<file path="config.mk">
export PLATFORM = sky130hd
export DESIGN_NAME = page_content_classifier
export DESIGN_NICKNAME = d
export VERILOG_FILES = /design/src/rtl/pcc_pkg.sv /design/src/rtl/pcc_front.sv /design/src/rtl/pcc_queue.sv /design/src/rtl/pcc_back.sv /design/src/rtl/page_content_classifier.sv
export SDC_FILE = /design/constraint.sdc
export NUM_CORES = 2
export LEC_CHECK = 0
export BUFFER_PORTS_ARGS = -buffer_cell sky130_fd_sc_hd__buf_4
export CAP_MARGIN = 20
export CORE_ASPECT_RATIO = 2
export CORE_MARGIN = 4
export CORE_UTILIZATION = 43
export CTS_BUF_LIST = sky130_fd_sc_hd__clkbuf_4 sky130_fd_sc_hd__clkbuf_8
export DETAILED_ROUTE_END_ITERATION = 16
export SYNTH_ARGS = -nofsm -noshare
export SYNTH_HDL_FRONTEND = slang
export SYNTH_SLANG_ARGS = --single-unit
</file>
<file path="constraint.sdc">
create_clock -name clock -period 14.6 [get_ports clock]
set_input_delay 2.19 -clock clock [delete_from_list [all_inputs] [get_ports clock]]
set_output_delay 2.19 -clock clock [all_outputs]
set_load 0.005 [all_outputs]
</file>
<file path="src/rtl/pcc_pkg.sv">
`default_nettype none

package pcc_pkg;

   // Widths of the region-zero counters, sized for the largest region supported.
   localparam int unsigned PRINT_W = 7;
   localparam int unsigned PTR_W   = 4;

   // Configuration register indexes.
   typedef enum logic [1:0] {
      CSR_ASCII_PERCENT_MIN = 2'd0,
      CSR_POINTER_WORDS_MIN = 2'd1,
      CSR_THRASH_LIMIT_NS   = 2'd2
   } pcc_csr_index_type;

   // Page classes in priority order.
   typedef enum logic [2:0] {
      CLASS_ZERO    = 3'd0,
      CLASS_SAME    = 3'd1,
      CLASS_TEXT    = 3'd2,
      CLASS_CODE    = 3'd3,
      CLASS_POINTER = 3'd4,
      CLASS_BINARY  = 3'd5
   } pcc_class_type;

   localparam int unsigned CLASS_NUM = 6;

   // Summary of one complete page event, handed from the front to the back.
   typedef struct packed {
      logic               zero_page;
      logic               same_page;
      logic [7:0]         fill;
      logic [PRINT_W-1:0] printable;
      logic               prologue;
      logic [PTR_W-1:0]   pointers;
      logic [63:0]        interval;
   } pcc_event_type;

   // Configuration values used by the back end.
   typedef struct packed {
      logic [6:0]  ascii_percent_min;
      logic [2:0]  pointer_words_min;
      logic [63:0] thrash_limit_ns;
   } pcc_cfg_type;

endpackage

`default_nettype wire

</file>
<file path="src/rtl/pcc_front.sv">
`default_nettype none

module pcc_front import pcc_pkg::*; #(
   parameter int unsigned SAMPLE_BYTES = 128,
   parameter int unsigned REGION_BYTES = 32
) (
   input  wire logic          clock,
   input  wire logic          reset,
   input  wire logic          word_take,
   input  wire logic [63:0]   sample_word,
   input  wire logic          word_last,
   input  wire logic [63:0]   reuse_interval_ns,
   output logic               push,
   output pcc_event_type      push_event
);

   localparam int unsigned SAMPLE_WORDS = SAMPLE_BYTES / 8;
   localparam int unsigned REGION_WORDS = REGION_BYTES / 8;
   localparam int unsigned POS_W        = $clog2(SAMPLE_WORDS + 1);
   localparam int unsigned IDX_W        = POS_W + 3;

   function automatic logic is_printable(input logic [7:0] b);
      return (b >= 8'h20 && b <= 8'h7e) || b == 8'h09 || b == 8'h0a || b == 8'h0d;
   endfunction

   function automatic logic is_prologue(input logic [63:0] w);
      return (w[7:0] == 8'h55 && w[15:8] == 8'h48)
          || (w[31:0] == 32'hfa1e0ff3)
          || (w[7:0] == 8'h48 && w[15:8] == 8'h83);
   endfunction

   function automatic logic is_pointer_like(input logic [63:0] w);
      return w[63:48] == 16'h0000 || w[63:48] == 16'hffff || w[63:56] == 8'h7f;
   endfunction

   logic [POS_W-1:0]   pos_ff, pos_in;
   logic               zero_ff, zero_in;
   logic               same_ff, same_in;
   logic [7:0]         fill_ff, fill_in;
   logic [PRINT_W-1:0] print_ff, print_in;
   logic               prol_ff, prol_in;
   logic [PTR_W-1:0]   ptr_ff, ptr_in;

   logic               absorb;
   logic               complete;
   logic               zero_abs, same_abs, prol_abs;
   logic [7:0]         fill_abs;
   logic [PRINT_W-1:0] print_abs;
   logic [PTR_W-1:0]   ptr_abs;
   logic [3:0]         print_word;
   logic [7:0]         cur_byte;
   logic [IDX_W-1:0]   byte_idx;

   assign absorb   = pos_ff < POS_W'(SAMPLE_WORDS);
   assign complete = pos_ff >= POS_W'(SAMPLE_WORDS - 1);

   // Fold the current word into the event trackers: eight byte compares and a count.
   always_comb begin
      fill_abs   = (pos_ff == '0) ? sample_word[7:0] : fill_ff;
      prol_abs   = (pos_ff == '0) ? is_prologue(sample_word) : prol_ff;
      zero_abs   = zero_ff;
      same_abs   = same_ff;
      print_word = '0;
      cur_byte   = '0;
      byte_idx   = '0;
      for (int i = 0; i < 8; i++) begin
         cur_byte = sample_word[8*i +: 8];
         byte_idx = {pos_ff, 3'b000} + IDX_W'(i);
         if (cur_byte != 8'h00) zero_abs = 1'b0;
         if (cur_byte != fill_abs) same_abs = 1'b0;
         if (byte_idx < IDX_W'(REGION_BYTES) && is_printable(cur_byte)) begin
            print_word = print_word + 4'd1;
         end
      end
      print_abs = print_ff + PRINT_W'(print_word);
      ptr_abs   = ptr_ff;
      if (pos_ff < POS_W'(REGION_WORDS) && is_pointer_like(sample_word)) begin
         ptr_abs = ptr_ff + PTR_W'(1);
      end
   end

   // Next tracker state: the last word of an event returns all trackers to reset.
   always_comb begin
      pos_in   = pos_ff;
      zero_in  = zero_ff;
      same_in  = same_ff;
      fill_in  = fill_ff;
      print_in = print_ff;
      prol_in  = prol_ff;
      ptr_in   = ptr_ff;
      if (word_take) begin
         if (word_last) begin
            pos_in   = '0;
            zero_in  = 1'b1;
            same_in  = 1'b1;
            fill_in  = '0;
            print_in = '0;
            prol_in  = 1'b0;
            ptr_in   = '0;
         end else if (absorb) begin
            pos_in   = pos_ff + POS_W'(1);
            zero_in  = zero_abs;
            same_in  = same_abs;
            fill_in  = fill_abs;
            print_in = print_abs;
            prol_in  = prol_abs;
            ptr_in   = ptr_abs;
         end
      end
   end

   always_ff @(posedge clock) begin
      if (reset) begin
         pos_ff   <= '0;
         zero_ff  <= 1'b1;
         same_ff  <= 1'b1;
         fill_ff  <= '0;
         print_ff <= '0;
         prol_ff  <= 1'b0;
         ptr_ff   <= '0;
      end else begin
         pos_ff   <= pos_in;
         zero_ff  <= zero_in;
         same_ff  <= same_in;
         fill_ff  <= fill_in;
         print_ff <= print_in;
         prol_ff  <= prol_in;
         ptr_ff   <= ptr_in;
      end
   end

   // A complete event is handed on; a short one is dropped silently.
   assign push = word_take && word_last && complete;

   always_comb begin
      push_event.zero_page = absorb ? zero_abs  : zero_ff;
      push_event.same_page = absorb ? same_abs  : same_ff;
      push_event.fill      = absorb ? fill_abs  : fill_ff;
      push_event.printable = absorb ? print_abs : print_ff;
      push_event.prologue  = absorb ? prol_abs  : prol_ff;
      push_event.pointers  = absorb ? ptr_abs   : ptr_ff;
      push_event.interval  = reuse_interval_ns;
   end

endmodule

`default_nettype wire

</file>
<file path="src/rtl/pcc_queue.sv">
`default_nettype none

module pcc_queue import pcc_pkg::*; (
   input  wire logic          clock,
   input  wire logic          reset,
   input  wire logic          push,
   input  pcc_event_type      push_event,
   output logic               full,
   output logic               head_valid,
   output pcc_event_type      head_event,
   input  wire logic          pop
);

   // Two-entry queue of event summaries between the front and the back.
   pcc_event_type entry_ff [2];
   logic          wr_ptr_ff, wr_ptr_in;
   logic          rd_ptr_ff, rd_ptr_in;
   logic [1:0]    count_ff, count_in;

   assign full       = count_ff == 2'd2;
   assign head_valid = count_ff != 2'd0;
   assign head_event = entry_ff[rd_ptr_ff];

   always_comb begin
      wr_ptr_in = push ? ~wr_ptr_ff : wr_ptr_ff;
      rd_ptr_in = pop  ? ~rd_ptr_ff : rd_ptr_ff;
      count_in  = count_ff + {1'b0, push} - {1'b0, pop};
   end

   always_ff @(posedge clock) begin
      if (reset) begin
         wr_ptr_ff <= 1'b0;
         rd_ptr_ff <= 1'b0;
         count_ff  <= '0;
      end else begin
         wr_ptr_ff <= wr_ptr_in;
         rd_ptr_ff <= rd_ptr_in;
         count_ff  <= count_in;
      end
   end

   // Entry storage needs no reset.
   always_ff @(posedge clock) begin
      if (push) begin
         entry_ff[wr_ptr_ff] <= push_event;
      end
   end

endmodule

`default_nettype wire

</file>
<file path="src/rtl/pcc_back.sv">
`default_nettype none

module pcc_back import pcc_pkg::*; #(
   parameter int unsigned REGION_BYTES = 32
) (
   input  wire logic          clock,
   input  wire logic          reset,
   input  pcc_cfg_type        cfg,
   input  wire logic          head_valid,
   input  pcc_event_type      head_event,
   output logic               pop,
   output logic               rsp_valid,
   input  wire logic          rsp_stall,
   output logic [2:0]         rsp_page_class,
   output logic               rsp_zero_page,
   output logic [7:0]         rsp_fill_value,
   output logic               rsp_thrashing,
   output logic [63:0]        rsp_class_total,
   output logic [63:0]        rsp_thrash_total
);

   localparam int unsigned CLS_IDX_W = $clog2(CLASS_NUM);

   logic [63:0]   class_count_ff [CLASS_NUM];
   logic [63:0]   class_count_in;
   logic [63:0]   thrash_count_ff, thrash_count_in;
   logic          valid_ff, valid_in;
   pcc_class_type class_ff, cls;
   logic          zero_ff, thrash_ff, thrash;
   logic [7:0]    fill_ff;
   logic [63:0]   class_total_ff, thrash_total_ff;
   logic [15:0]   print_scaled, print_needed;
   logic          is_text, is_pointer;
   logic [63:0]   cur_count;

   // Take the head event when the output register is empty or being drained.
   assign pop = head_valid && (!valid_ff || !rsp_stall);

   // Text test without a divider: floor(p*100/R) >= m exactly when p*100 >= m*R.
   assign print_scaled = 16'(head_event.printable) * 16'd100;
   assign print_needed = 16'(cfg.ascii_percent_min) * 16'(REGION_BYTES);
   assign is_text      = print_scaled >= print_needed;
   assign is_pointer   = head_event.pointers >= PTR_W'(cfg.pointer_words_min);

   // Class in priority order.
   always_comb begin
      priority if (head_event.zero_page) cls = CLASS_ZERO;
      else if (head_event.same_page)     cls = CLASS_SAME;
      else if (is_text)                  cls = CLASS_TEXT;
      else if (head_event.prologue)      cls = CLASS_CODE;
      else if (is_pointer)               cls = CLASS_POINTER;
      else                               cls = CLASS_BINARY;
   end

   // Saturating counter updates and the next output-valid state.
   always_comb begin
      thrash          = head_event.interval < cfg.thrash_limit_ns;
      cur_count       = class_count_ff[CLS_IDX_W'(cls)];
      class_count_in  = (&cur_count) ? cur_count : cur_count + 64'd1;
      thrash_count_in = thrash_count_ff;
      if (thrash && !(&thrash_count_ff)) thrash_count_in = thrash_count_ff + 64'd1;
      valid_in = valid_ff;
      if (pop) valid_in = 1'b1;
      else if (!rsp_stall) valid_in = 1'b0;
   end

   always_ff @(posedge clock) begin
      if (reset) begin
         valid_ff        <= 1'b0;
         thrash_count_ff <= '0;
         for (int i = 0; i < CLASS_NUM; i++) class_count_ff[i] <= '0;
      end else begin
         valid_ff <= valid_in;
         if (pop) begin
            thrash_count_ff               <= thrash_count_in;
            class_count_ff[CLS_IDX_W'(cls)] <= class_count_in;
         end
      end
   end

   // Result register.
   always_ff @(posedge clock) begin
      if (pop) begin
         class_ff        <= cls;
         zero_ff         <= head_event.zero_page;
         fill_ff         <= head_event.fill;
         thrash_ff       <= thrash;
         class_total_ff  <= class_count_in;
         thrash_total_ff <= thrash_count_in;
      end
   end

   assign rsp_valid          = valid_ff;
   assign rsp_page_class     = class_ff;
   assign rsp_zero_page      = zero_ff;
   assign rsp_fill_value     = fill_ff;
   assign rsp_thrashing      = thrash_ff;
   assign rsp_class_total    = class_total_ff;
   assign rsp_thrash_total   = thrash_total_ff;

endmodule

`default_nettype wire

</file>
<file path="src/rtl/page_content_classifier.sv">
// After an event's last word its summary enters the queue, then the result register.
// Throughput: one word per cycle; an event of SAMPLE_BYTES/8 words yields one result.
// The two-entry event queue stalls the input only while it is full.
// Reset (synchronous, active high) clears event trackers, counters and the queue,
// and loads the configuration registers with their default values.
`default_nettype none

module page_content_classifier import pcc_pkg::*; #(
   parameter int unsigned SAMPLE_BYTES = 128,
   parameter int unsigned REGION_BYTES = 32
) (
   input  wire logic         clock,
   input  wire logic         reset,
   input  wire logic         req_valid,
   output logic              req_stall,
   input  wire logic [63:0]  req_sample_word,
   input  wire logic         req_word_last,
   input  wire logic [63:0]  req_reuse_interval_ns,
   output logic              rsp_valid,
   input  wire logic         rsp_stall,
   output logic [2:0]        rsp_page_class,
   output logic              rsp_zero_page,
   output logic [7:0]        rsp_fill_value,
   output logic              rsp_thrashing,
   output logic [63:0]       rsp_class_total,
   output logic [63:0]       rsp_thrash_total,
   input  wire logic         csr_valid,
   output logic              csr_ready,
   input  wire logic [1:0]   csr_index,
   input  wire logic [63:0]  csr_data
);

   pcc_cfg_type   cfg_ff, cfg_in;
   logic          word_take;
   logic          push, full, head_valid, pop;
   pcc_event_type push_event, head_event;

   // Configuration writes are always accepted and registered; unknown indexes are ignored.
   assign csr_ready = 1'b1;

   always_comb begin
      cfg_in = cfg_ff;
      if (csr_valid && csr_ready) begin
         unique case (csr_index)
            CSR_ASCII_PERCENT_MIN: cfg_in.ascii_percent_min = csr_data[6:0];
            CSR_POINTER_WORDS_MIN: cfg_in.pointer_words_min = csr_data[2:0];
            CSR_THRASH_LIMIT_NS:   cfg_in.thrash_limit_ns   = csr_data;
            default:               cfg_in = cfg_ff;
         endcase
      end
   end

   always_ff @(posedge clock) begin
      if (reset) begin
         cfg_ff.ascii_percent_min <= 7'd70;
         cfg_ff.pointer_words_min <= 3'd3;
         cfg_ff.thrash_limit_ns   <= 64'd5000000000;
      end else begin
         cfg_ff <= cfg_in;
      end
   end

   // Input transfers stall only while the event queue is full.
   assign req_stall = full;
   assign word_take = req_valid && !req_stall;

   pcc_front #(
      .SAMPLE_BYTES (SAMPLE_BYTES),
      .REGION_BYTES (REGION_BYTES)
   ) u_front (
      .clock             (clock),
      .reset             (reset),
      .word_take         (word_take),
      .sample_word       (req_sample_word),
      .word_last         (req_word_last),
      .reuse_interval_ns (req_reuse_interval_ns),
      .push              (push),
      .push_event        (push_event)
   );

   pcc_queue u_queue (
      .clock      (clock),
      .reset      (reset),
      .push       (push),
      .push_event (push_event),
      .full       (full),
      .head_valid (head_valid),
      .head_event (head_event),
      .pop        (pop)
   );

   pcc_back #(
      .REGION_BYTES (REGION_BYTES)
   ) u_back (
      .clock              (clock),
      .reset              (reset),
      .cfg                (cfg_ff),
      .head_valid         (head_valid),
      .head_event         (head_event),
      .pop                (pop),
      .rsp_valid          (rsp_valid),
      .rsp_stall          (rsp_stall),
      .rsp_page_class     (rsp_page_class),
      .rsp_zero_page      (rsp_zero_page),
      .rsp_fill_value     (rsp_fill_value),
      .rsp_thrashing      (rsp_thrashing),
      .rsp_class_total    (rsp_class_total),
      .rsp_thrash_total   (rsp_thrash_total)
   );

endmodule

`default_nettype wire
</file>
=== After elaboration in Yosys (flattened, before gate mapping) ===
Memory sizes are Yosys's and may differ from the RTL's. A register that Yosys moved wholly into a read port is not among the register bits.
Index checks and enable logic that the tools add are counted.

* Memories: 2
* Input bits: 200
* Output and inout bits: 144
* Bits in registers: 311
* Logic and storage cells: 259
* RAM bits: 556

* Add/sub/neg operators: 21
* Equal/unequal tests: 43
* Bitwise logic cells: 2
* Multiplexer cells: 62
* Order comparisons: 30
* Reduce and logical (&&, ||, !) cells: 77
* $mul: 1

{| class="wikitable"
|+ Memories
! memory !! words !! bits a word !! rd ports !! clocked after memory_dff !! write ports !! RTL line !! RTL
|-
| u_back.class_count_ff || 6 || 64 || 1 || 0 || 6 || pcc_back.sv:24 || <nowiki>logic [63:0] class_count_ff [CLASS_NUM];</nowiki>
|-
| u_queue.entry_ff || 2 || 86 || 1 || 1 || 1 || pcc_queue.sv:15 || <nowiki>pcc_event_type entry_ff [2];</nowiki>
|}

{| class="wikitable"
|+ Operators by type and width
! cell !! number
|-
| $eq 8x4->1 const B || 24
|-
| $mux 64 || 3
|-
| $add 64x1->64 const B || 2
|-
| $reduce_and 64->1 || 2
|-
| $ge 8x6->1 const B || 8
|-
| $le 8x7->1 const B || 8
|-
| $lt 64x64->1 || 1
|-
| $lt 8x6->1 const B || 8
|-
| $ne 8x8->1 || 8
|-
| $reduce_bool 8->1 || 8
|-
| $reduce_or 64->1 || 1
|-
| $mux 4 || 10
|-
| $mux 1 || 37
|-
| $add 8x3->8 const B || 4
|-
| $eq 32x32->1 const B || 1
|-
| $eq 8x7->1 const B || 4
|-
| $logic_or 1x1->1 || 29
|-
| $add 4x1->4 const B || 7
|-
| $logic_and 1x1->1 || 24
|-
| $mux 8 || 3
|-
| $add 8x2->8 const B || 2
|-
| $eq 16x16->1 const B || 1
|-
| $logic_not 16->1 || 1
|-
| $mux 3 || 5
|-
| 24 further kinds || 35
|}

=== Depth between registers and ports, before layout ===
* Depth after elaboration: 24
* Gate-level depth with buffers: 37
* Mapped depth without buffers: 27

=== By module ===
From an unflattened synthesis, not the netlist that was laid out.

* Cells, all modules: 3859
* Area total of the unflattened synthesis: 43650.6 µm²

{| class="wikitable"
|+ By module, submodules not included
! module !! cells an instance !! sequential area each (µm²) !! area each (µm²) !! instances
|-
| pcc_back || 2726 || 17066.4 || 29837.4 || 1
|-
| pcc_queue || 289 || 5265.0 || 6628.9 || 1
|-
| pcc_front || 525 || 540.5 || 3901.2 || 1
|-
| page_content_classifier || 319 || 1481.4 || 3283.1 || 1
|}

=== Worst setup path after synthesis ===
Ideal clock, no wire load.

* Path kind: register to register
* From: register with a tool-made name
* To: memory u_back.class_count_ff[0][30], data pin
* Cell stages (with the launch flop): 32
* Clock period less this slack: 7769 ps
* Setup slack: 6831 ps
* Arrival time: 7504 ps
* Path buffers: 9
* Library setup time: 265 ps
* Data required time: 14335 ps
* Path through: dfxtp_1 buf_6 clkbuf_1 buf_1 mux2_2 ha_1 ha_1 fa_1 ha_1 nor2b_1 o21a_1 nor2_1 xnor2_1 ha_1 or3_1 o211ai_1 nand4_1 o21bai_1 buf_4 buf_4 buf_4 buf_4 clkbuf_1 a21oi_1 a21oi_1 ha_1 clkbuf_1 nand4_2 or4_1 a211oi_1 a21o_1 nor2_1

{| class="wikitable"
|+ RTL lines
! element !! RTL line
|-
| to (decl) || pcc_back.sv:24
|}

==> flow_summary.yaml <==
cts:
  cts_made_buffers: 118
  cts_tree: "built"
  cts.htree.levels: 3
  clkLatencyLatePin_ns: 0.81
  root_buffer: "clkbuf_8"
  cts_resized: 0
  path_clk_slew_ns: 0.07
  post-cts-setup-buffer-count: 0
  clock_sinks: 868
  cts_hold_buf: 0
  clock_path_buffers: 3
logic_synthesis:
  netlist_area_mm2: 0.0410
  synthCells: 3608
  synth_top_family_by_area: "simple AND/OR/NAND/NOR gates"
  synth-xor-area-share: 0.0481
  synth_flop_cell: "edfxtp_1"
  netlist_top_cells_count: "697 x edfxtp_1, 594 x nor2_1, 293 x nand2_1"
  ys_warn_count: 0
  synth_fa_ha_area_frac: 0.0371
  yosysUniqueCellTypes: 95
  post_synth.cell_area_avg_um2: 11.4
  synth-compound-area-share: 0.0956
  yosysMostFrequentCell: "edfxtp_1"
  ys_seq_area_frac: 0.594
  yosys.area_share.simple: 0.150
  ys_top_cells_by_area: "edfxtp_1 51%, dfxtp_1 8.3%, nor2_1 5.4%"
  syn_nets: 3928
  synth_area_leader_cell: "edfxtp_1"
  synth_mux_area_frac: 0.0378
  async_reset_ff_frac: 0
  synth_seq_cells: 868
  synth_edf_count: 697
  synth_top_area_share: 0.510
grt:
  antenna_found_initial: 3
  grt_use_total: 0.242
  grt_pass1_wl_um: 186000
  overflow: 0
  first_global_vias: 30600
  grt_max_degree: 93
finish:
  final_cell_area_mm2: 0.0474
  nets: 4257
  final-instance-count-excl-fill: 5255
  drive_gt1_frac: 0.192
  syn2layout_area_growth_pct: 15.5
critical_path:
  end_kind: "flop"
  path_class: "flop to flop"
  critical_path.max_stage_delay_ns: 0.97
  critPathArrivalTime_ns: 10.65
  crit_top_cell: "ha_1"
  cp.required_ns: 15.10
  crit_slowest_cell: "or4_1"
  path_max_fanout: 47
  cp-start-kind: "flop"
timing:
  min_period_ns: 10.16
  setup_violations: 0
  post-route-period-util: 0.696
  hold_viol: 0
  hold_slack_ns: 0.453
  fmax_mhz: 98.4
  finClkSkew_ns: 0.0466
  tightest_slew_ns: 1.11
  fin_tns_setup_ns: 0
  relSlewSlack: 0.263
  final-max-slew-violation-count: 0
  grt_setup_unrepaired: "no"
place:
  placedInstanceArea_mm2: 0.0448
  io_buffers: 342
  gp_congestion: 0.946
  place_hpwl_um: 80900
  post-place-cells: 5029
pwr:
  power.switching_w: 0.00332
  clockPowerShare: 0.238
  intPower_w: 0.00520
  leakage_nw: 18.0
  total_power_w: 0.00852
  powerDensity_mw_per_mm2: 180
  vdd.ir_drop.worst_v: 0.000202
  p_seq_frac: 0.375
  comb_power_share: 0.387
  swShare: 0.389
floorplan:
  die_w_um: 226
  io_pins: 344
  die_area_mm2: 0.101
  rows: 160
  coreArea_mm2: 0.0949
  die_h_um: 445
  initial_utilization: 0.432
status:
  status: "completed"
route:
  via_count: 29600
  wl_per_cell_um: 23.5
  first_pass_iters: 5
  wirelength_um: 124000
  ant_nets: 0
  drtIter0Drc: 2030
  via_per_inst: 5.64
  drc: 0
hold_path:
  hp-class: "flop to flop"
run:
  maxCapViolations: 0
[critical path: cells and delay by family, from the launching register on]
kind	cells	cell delay, ns
multiplexers	2	1.06
AO/OA/AOI/OAI	7	1.48
buffers and inverters	3	1.43
flip-flops	1	0.83
adder cells (fa/ha/maj)	5	1.63
AND/OR/NAND/NOR	7	3.16
XOR/XNOR	1	0.09
[power groups by stage]
stage	Combinational [W]	Clock, W	Sequential (W)
2_1_floorplan	0.00208	0	0.00325
3_3_place_gp	0.00326	0	0.00325
3_5_place_dp	0.00330	0	0.00325
4_1_cts	0.00331	0.00208	0.00320
5_1_grt	0.00358	0.00218	0.00322
6_report	0.00330	0.00203	0.00320
[cells by family (layout without fill, tap and decap cells)]
kind of cell	count (synthesis)	in the layout
AOI/OAI and AO/OA	559	559
xor gates and xnor gates	209	209
adders and majority gates	120	120
buffers and inverters	371	799
DFF	868	868
muxes	142	142
other	1	5
and+or+nand+nor	1338	1338
[path summary, 6_finish.rpt]
kind / slack, ns / end / start / depth (start not counted)
min: 0.45 / cfg_ff[0]$_SDFFE_PP0P_ / cfg_ff[0]$_SDFFE_PP0P_ / 2
max: 4.44 / u_back.class_count_ff[4][1]$_SDFFCE_PN0P_ / flop / 25
min reg2reg: 0.45 / cfg_ff[0]$_SDFFE_PP0P_ / cfg_ff[0]$_SDFFE_PP0P_ / 2
max reg2reg: 4.44 / u_back.class_count_ff[4][1]$_SDFFCE_PN0P_ / flop / 25
[flip-flops by register name, summed over array words and instances, names as in the netlist, named ones only]
register	count
u_front.zero_ff	1
u_queue.entry_ff	172
u_back.rsp_zero_page	1
u_back.rsp_thrashing	1
u_back.rsp_page_class	3
u_back.rsp_class_total	64
u_queue.rd_ptr_ff	1
cfg_ff	74
u_back.thrash_count_ff	64
u_front.fill_ff	8
u_back.rsp_fill_value	8
u_back.rsp_valid	1
u_back.rsp_thrash_total	64
u_front.same_ff	1
u_front.ptr_ff	4
u_queue.wr_ptr_ff	1
u_back.class_count_ff	384
u_queue.count_ff	2
u_front.print_ff	7
u_front.prol_ff	1
u_front.pos_ff	5
[cells in the final DEF (no fill, tap or decap), types with 17 or more instances in the layout]
cell type  synthesis  layout
or3_1             20      20
nand4_1           60      60
a211oi_1          19      19
a22oi_1           28      28
mux2_2            88      88
and3_1            47      47
nand3_1           86      83
clkbuf_4           0      37
a211o_1           38      38
a21oi_1          148     148
buf_4              8     391
nand2_1          293     290
nor3_1            61      61
inv_1            180     180
xor2_1            52      52
and2_1            31      30
clkinv_2           0      17
a221oi_1          45      45
clkbuf_8           0     131
o21ai_0           52      51
nor4_1            40      38
o22ai_1           58      58
ha_1             117     117
a21o_1            58      57
dfxtp_1          171     170
nor2_1           594     594
clkinv_1           1      19
edfxtp_1         697     697
mux2i_1           52      52
xnor2_1          138     138
[layout make-up]
type | count | area [um^2]
antenna | 4 | 10.0
clock inverter | 51 | 488
sequential | 868 | 24400
tap | 1215 | 1520
timing repair buffer | 396 | 2990
fill | 8627 | 47500
clock buffer | 168 | 2080
inverter | 184 | 701
multi-input combinational | 2369 | 15300
[metrics by stage]
stage	setup WS, ns	util
global placement	4.72	0.472
global route	4.01	0.499
detailed placement	4.56	0.472
CTS	4.49	0.499
floorplan	6.83	-
finish	4.44	0.500
[per-layer routing]
metal,vias to the layer above,global-route usage,wire length (um)
li1,13700,-,-
met1,14600,0.271,45600
met2,1001,0.442,64600
met3,307,0.0457,7740
met4,0,0.109,5610
met5,-,0,0
No activity file was read; power rests on OpenSTA's default activity.
